==> config.mk <==
export PLATFORM = sky130hd
export DESIGN_NAME = brhm_ctrl
export DESIGN_NICKNAME = d
export VERILOG_FILES = /design/src/rtl/core/brhm_pkg.sv /design/src/rtl/core/brhm_ctrl.sv
export SDC_FILE = /design/constraint.sdc
export NUM_CORES = 1
export LEC_CHECK = 0
export BUFFER_PORTS_ARGS = -buffer_cell sky130_fd_sc_hd__buf_4
export CAP_MARGIN = 20
export CELL_PAD_IN_SITES_DETAIL_PLACEMENT = 0
export CELL_PAD_IN_SITES_GLOBAL_PLACEMENT = 2
export CORE_MARGIN = 8
export CORE_UTILIZATION = 22
export DETAILED_ROUTE_END_ITERATION = 7
export GPL_TIMING_DRIVEN = 0
export PLACE_DENSITY = 0.77
export RECOVER_POWER = 50
export SKIP_CTS_REPAIR_TIMING = 1
export SLEW_MARGIN = 0
export SYNTH_ARGS = -nofsm -noshare
export SYNTH_HDL_FRONTEND = slang
export SYNTH_SLANG_ARGS = --single-unit
==> constraint.sdc <==
create_clock -name clk_i -period 1.6 [get_ports clk_i]
set_input_delay 0 -clock clk_i [delete_from_list [all_inputs] [get_ports clk_i]]
set_output_delay 0 -clock clk_i [all_outputs]
set_load 0.02 [all_outputs]
==> src/rtl/core/brhm_pkg.sv <==
`default_nettype none

package brhm_pkg;

  // Sizing of the map.
  localparam int MAP_ENTRIES      = 1024;
  localparam int BLOCKS_PER_RANGE = 128;
  localparam int REL_SLOTS        = 16;

  // Field widths.
  localparam int REQ_W     = 3;
  localparam int STATUS_W  = 3;
  localparam int ID_W      = 32;
  localparam int KEY_W     = 3 * ID_W;
  localparam int COUNTER_W = 32;
  localparam int DIVISOR_W = 16;
  localparam int CFG_IDX_W = 1;
  localparam int CFG_DATA_W = 32;

  // Derived widths and limits.
  localparam int SLOT_W    = (REL_SLOTS > 1) ? $clog2(REL_SLOTS) : 1;
  localparam int MAP_IDX_W = (MAP_ENTRIES > 1) ? $clog2(MAP_ENTRIES) : 1;
  localparam int ADDR_W    = SLOT_W + MAP_IDX_W;
  localparam int RAM_DEPTH = 1 << ADDR_W;
  localparam int STEP_W    = $clog2(COUNTER_W);
  localparam logic [ID_W:0] MAP_BLOCKS = (ID_W + 1)'(MAP_ENTRIES * BLOCKS_PER_RANGE);

  // Register reset values.
  localparam logic [ID_W-1:0]      FIRST_USER_REL_RST = ID_W'(16384);
  localparam logic [DIVISOR_W-1:0] COOL_DIVISOR_RST   = DIVISOR_W'(128);

  typedef enum logic [CFG_IDX_W-1:0] {
    CFG_FIRST_USER_REL = 1'd0,
    CFG_COOL_DIVISOR   = 1'd1
  } cfg_e;

  typedef enum logic [REQ_W-1:0] {
    REQ_WARM  = 3'd0,
    REQ_COOL  = 3'd1,
    REQ_DIV   = 3'd2,
    REQ_CLEAR = 3'd3,
    REQ_READ  = 3'd4
  } req_e;

  typedef enum logic [STATUS_W-1:0] {
    ST_OK         = 3'd0,
    ST_SYSTEM     = 3'd1,
    ST_OUT_OF_MAP = 3'd2,
    ST_FULL       = 3'd3,
    ST_ABSENT     = 3'd4
  } status_e;

  typedef enum logic [2:0] {
    S_IDLE,
    S_DECODE,
    S_SWEEP,
    S_READ,
    S_UPDATE,
    S_DIV,
    S_RESP
  } state_e;

  // Commands from the controller to the datapath.
  typedef struct packed {
    logic    load;
    logic    pick;
    logic    alloc;
    logic    sweep_wr;
    logic    apply;
    logic    div_start;
    logic    div_wr;
    logic    emit;
    status_e status;
  } cmd_t;

  // Status from the datapath to the controller.
  typedef struct packed {
    logic unused;
    logic system;
    logic clear;
    logic read;
    logic div;
    logic oom;
    logic hit;
    logic free;
    logic sweep_last;
    logic div_zero;
    logic div_done;
    logic out_free;
  } flags_t;

endpackage

`default_nettype wire

==> src/rtl/core/brhm_ctrl.sv <==
`default_nettype none

module brhm_ctrl (
  input  wire logic              clk_i,
  input  wire logic              rst_ni,
  input  wire logic              in_valid_i,
  output logic                   in_stall_o,
  input  wire brhm_pkg::flags_t  flags_i,
  output brhm_pkg::cmd_t         cmd_o
);
  import brhm_pkg::*;

  state_e  state_q, state_d;
  status_e status_q, status_d;

  // Next state and result status.
  always_comb begin
    state_d  = state_q;
    status_d = status_q;
    unique case (state_q)
      S_IDLE: begin
        if (in_valid_i) begin
          state_d = S_DECODE;
        end
      end
      S_DECODE: begin
        state_d  = S_RESP;
        status_d = ST_OK;
        priority if (flags_i.unused) begin
          status_d = ST_OK;
        end else if (flags_i.system) begin
          status_d = ST_SYSTEM;
        end else if (flags_i.clear) begin
          if (flags_i.hit || flags_i.free) begin
            state_d = S_SWEEP;
          end else begin
            status_d = ST_FULL;
          end
        end else if (flags_i.oom) begin
          status_d = ST_OUT_OF_MAP;
        end else if (flags_i.read) begin
          if (flags_i.hit) begin
            state_d = S_READ;
          end else begin
            status_d = ST_ABSENT;
          end
        end else if (flags_i.hit) begin
          state_d = S_READ;
        end else if (flags_i.free) begin
          state_d = S_SWEEP;
        end else begin
          status_d = ST_FULL;
        end
      end
      S_SWEEP: begin
        if (flags_i.sweep_last) begin
          state_d = flags_i.clear ? S_RESP : S_READ;
        end
      end
      S_READ: begin
        state_d = S_UPDATE;
      end
      S_UPDATE: begin
        state_d = (flags_i.div && !flags_i.div_zero) ? S_DIV : S_RESP;
      end
      S_DIV: begin
        if (flags_i.div_done) begin
          state_d = S_RESP;
        end
      end
      S_RESP: begin
        if (flags_i.out_free) begin
          state_d = S_IDLE;
        end
      end
      default: begin
        state_d = S_IDLE;
      end
    endcase
  end

  // Commands to the datapath.
  always_comb begin
    cmd_o        = '0;
    cmd_o.status = status_q;
    unique case (state_q)
      S_IDLE:   cmd_o.load = in_valid_i;
      S_DECODE: begin
        cmd_o.pick  = 1'b1;
        cmd_o.alloc = !flags_i.unused && !flags_i.system && !flags_i.hit && flags_i.free &&
                      (flags_i.clear || (!flags_i.oom && !flags_i.read));
      end
      S_SWEEP:  cmd_o.sweep_wr = 1'b1;
      S_READ:   cmd_o.load = 1'b0;
      S_UPDATE: begin
        cmd_o.div_start = flags_i.div && !flags_i.div_zero;
        cmd_o.apply     = !(flags_i.div && !flags_i.div_zero);
      end
      S_DIV:    cmd_o.div_wr = flags_i.div_done;
      S_RESP:   cmd_o.emit = flags_i.out_free;
      default:  cmd_o.load = 1'b0;
    endcase
  end

  assign in_stall_o = state_q != S_IDLE;

  always_ff @(posedge clk_i or negedge rst_ni) begin
    if (!rst_ni) begin
      state_q  <= S_IDLE;
      status_q <= ST_OK;
    end else begin
      state_q  <= state_d;
      status_q <= status_d;
    end
  end

`ifndef SYNTHESIS
  // A slot is only taken for a relation that has none and when one is free.
  assert property (@(posedge clk_i) disable iff (!rst_ni)
    cmd_o.alloc |-> (flags_i.free && !flags_i.hit))
    else $error("slot allocated without need or room");
  // A result beat is only loaded when the output register can take it.
  assert property (@(posedge clk_i) disable iff (!rst_ni) cmd_o.emit |-> flags_i.out_free)
    else $error("result beat overwrites a pending beat");
  // Each accepted item leaves exactly one result before the next is taken.
  assert property (@(posedge clk_i) disable iff (!rst_ni)
    cmd_o.emit |=> (state_q == S_IDLE))
    else $error("controller did not return to idle after a result");
`endif

endmodule

`default_nettype wire

After elaboration in Yosys (flattened, before gate mapping). Index checks and enable logic that the tools add are counted. W data, S select, Z words.

Bits in registers: 6. Input bits: 15.

Equal/unequal tests: 10. Multiplexer cells: 31. Reduce and logical (&&, ||, !) cells: 18.

Operator list (count): $mux W3 (20); $pmux W3 S7 (1); $mux W2 (6); $eq A3 B3 Y1 const B (3); $ne A2 B2 Y1 const B (4); $logic_not A1 Y1 (7); $eq A3 B2 Y1 const B (2); $logic_and A1 B1 Y1 (6); $mux W1 (4); $reduce_and A4 Y1 (1); $eq A3 B1 Y1 const B (1); $logic_not A3 Y1 (1); $reduce_bool A3 Y1 (1); $logic_or A1 B1 Y1 (2).

Depth between registers and ports, before layout.
Depth in word-level cells: 8. Gate-level depth with buffers: 5. Gate-level depth less buffers: 4.

Worst setup path after synthesis. Ideal clock, no wire load.

Kind: register -> register. From: register state_q[1]. To: register state_q[0]. Arrival: 1.251 ns. Data required time: 1.474 ns. Slack: 0.223 ns. Cell stages (with the launch flop): 5. Path buffers: 1. Period minus slack after synthesis: 1.377 ns. Cell sequence: dfrtp_1 -> buf_6 -> or3_1 -> nand2b_1 -> o311a_1.

Cells in the longest elaborated chain, start to end: 3. Elaborated cells between the ends (all ways): 13. Those cells by class: eq/ne (10); mux (1); reduce/logical (2).

Ends and longest elaborated chain: start: declaration (RTL line brhm_ctrl.sv:13) `state_e state_q, state_d;`; start signal: assignment (RTL line brhm_ctrl.sv:112) `state_q <= state_d;`; $eq A3 B2 Y1 (tied with other cells) (RTL line brhm_ctrl.sv:20) `unique case (state_q)`; $ne A2 B2 Y1 (no line); $reduce_and A4 Y1 (no line).

Several ways; a longest one is shown, not always the timed one. A chain may end at the register's enable or synchronous reset.

==> summary.md <==
| Metric | Value |
|---|---|
| FF/Latch Area | 150 µm² |
| Mean Syn Cell Area | 8.26 µm² |
| Max Freq | 0.617 GHz |
| Core area | 2130 µm² |
| H-Tree Level Count | 1 |
| Cell Area, Placed | roughly 710 µm² |
| CTS Buffer Depth | 2 |
| Initial Utilization | 0.225 |
| Crit path time final | between 1500 and 2000 ps |
| Max Cap Violations | 0 |
| Initial antenna violation count | 0 |
| Global Route met1 Usage | 0.0802 |
| Yosys warning total | 0 |
| CTS sink count | 6 |
| Mapped Cells | a little under 60 |
| Number of flops mapped to enable cells by yosys | 0 |
| Post-route ant nets | 0 |
| Routability congestion estimate | between 0.7 and 0.8 |
| Ys async rst share | 1.00 |
| Cell area power density | 1400 nW/µm² |
| Synth unique cells | 29 |
| Vias in the first global route | 556 |
| Family with the most delay on the worst path | simple AND/OR/NAND/NOR gates |
| Clk slew on worst S/H paths | approximately 40 ps |
| Crit end category | primary output |
| Share of layout cells above drive strength 1 | 0.348 |
| IO buf count | 26 |
| Worst stage delay on the critical path | 390 ps |
| Seq cells post-synth | 6 |
| Met2 usage | 0.128 |
| Setup violations, final | 1 |
| HP Class | primary input to flop |
| Fin crit share | 1.01 |
| TritonCTS Buffers | 3 |
| Buf/Inv on CP | 2 |
| Initial DRC count | 9 |
| Max FO, Critical Path | 6 |
| Total Wirelength | 1370 µm |
| CP required | 1600 ps |
| Total gr overflow | 0 |
| Top cells by count, synth | nor2_1, dfrtp_1, nand2b_1 |
| DIE AREA | 3930 µm² |
| Reg-to-reg slack, setup | 190 ps |
| Count leader, synth | nor2_1 |
| Worst path cell trace | or3b_1 > buf_6 > nor3_4 > and4b_1 > buf_4 |
| Drt wl/cell | 11.7 µm |
| CP arrival | 1620 ps |
| Dominant cell type by area after synthesis | dfrtp_1 |
| Fill cells | about 230 |
| Critical Path Source Type | flop |
| Io pins | 27 |
| Hold_sp | flags_i[11] |
| Area occupied by multi-input gates | 295 µm² |
| DP HPWL | 1170 µm |
| Leak Pwr | about 0.00036 µW |
| Worst reg2reg path startpoint | state_q[2]$_DFFE_PN0P_ |
| Die X | between 60 and 70 µm |
| Worst r2r dst | state_q[0]$_DFFE_PN0P_ |
| Predominant post-synthesis flop cell | dfrtp_1 |
| Worst slack, placed | 170 ps |
| Ant diodes | 0 |
| Crit path max-delay cell type | or3b_1 |
| GRT Overall Usage | 0.0748 |
| Total count of hold-check failures in the final report | 1 |
| Hold endpoint | status_q[0]$_DFFE_PN0P_ |
| Worst Reg-to-Reg Cells | 4 |
| Via count | 538 |
| CTS tree | built |
| First-pass GRT wire length | 2440 µm |
| Setup CP Type | flop to primary output |
| DR DRC count | 0 |
| Pre-Repair DR Iteration Count | 4 |
| Slew @ Worst Pin | 363 ps |
| Via density | 4.60 |
| Syn_nets | 73 |
| Area of the mapped netlist | 479 µm² |
| Design Area, Final | about 740 µm² |
| Seq/Total Area, Yosys | 0.313 |
| Hold Path Stages | 2 |
| Max IR drop VDD | 0.000420 V |
| Slew HR | 0.758 |
| GR peak layer | met2 |
| Core Rows | 17 |
| Met3 Use GR | 0.0108 |
| Outcome | finished with violations |
| Synth top area share | 0.313 |
| Synth area leaders | dfrtp_1, nor2_1, nand2b_1 |
| Root buf cell | clkbuf_4 |
| Total Nets Final | roughly 110 |
| Clk_lat worst skew | 240 ps |
| Hold slack final | -5.39 ps |
| Worst Slack Setup Final | -21.1 ps |
| Area Growth Syn to Fin | 54.3% |
| Largest net degree at the start of global routing | 11 |
| Clock skew | 0.181 ps |
| Die H | roughly 63 µm |
| Count of final max-slew check failures | 0 |
| Failing checks | hold timing, setup timing |
| RSZ-0062 raised after global routing | yes |
| Final Util | 0.348 |
[worst reg2reg max path, stage by stage, from the launching register on]
cell	delay, ps
dfrtp_1	340
buf_4	120
clkbuf_1	300
a21boi_1	150
o311a_1	370
[power by group]
part / total (µW) / leakage, µW / switching, µW / internal (µW)
clock network: 132 / 0.0000138 / 47.5 / 84.4
logic: 655 / 0.000274 / 361 / 294
registers: 245 / 0.0000757 / 31.4 / 213
[cell type report]
type,instances,area share
clock buffers,3,0.0305
plain buffers,4,0.0423
flip-flops and latches,6,0.203
multi-input cells,46,0.399
inverters,2,0.0102
repair buffers,28,0.267
well taps,28,0.0474
[cells in the final DEF (no fill, tap or decap), drive strengths merged, types with 3 or more instances in the layout]
cell	Yosys	routed
buf	4	26
nor2	10	10
nand2	4	4
a21oi	3	3
dfrtp	6	6
nand2b	5	5
clkbuf	0	8
[state kept, by name (all words and copies together) (netlist names)]
register  cells
state_q       3
status_q      3
[per-layer routing]
metal  share of wire  up-vias
met1            0.40      253
li1                -      273
met4           0.020        0
met2            0.54       10
met5               0        -
met3           0.036        2
[logic make-up (layout without fill, tap and decap cells)]
kind of cell    after synthesis  count (layout)  synth area share
simple gates                 30              30             0.355
buf+inv                       6              37            0.0835
compound gates               16              16             0.248
flops                         6               6             0.313
[worst max-delay path by stage]
stage | start | endpoint | slack, ps | cells after the start
2_1_floorplan | state_q[1]$_DFFE_PN0P_ | state_q[0]$_DFFE_PN0P_ | 220 | 4
3_3_place_gp | state_q[2]$_DFFE_PN0P_ | cmd_o[8] | 140 | 5
3_5_place_dp | state_q[2]$_DFFE_PN0P_ | cmd_o[8] | 170 | 5
4_1_cts | state_q[2]$_DFFE_PN0P_ | cmd_o[8] | -90 | 5
5_1_grt | state_q[1]$_DFFE_PN0P_ | cmd_o[8] | -60 | 5
6_report | state_q[1]$_DFFE_PN0P_ | cmd_o[8] | -20 | 5
[stage by stage]
stage	power (µW)	cells	TNS (ps)	hold WS, ps
after CTS	1050	115	-87.3	-445
final	1030	117	-21.1	-5.39
after global placement	916	112	0	-191
after floorplan	676	58	0	-296
after global routing	1120	117	-64.5	1.33
after detailed placement	914	112	0	-192
Power figures use the tool's default switching activity.
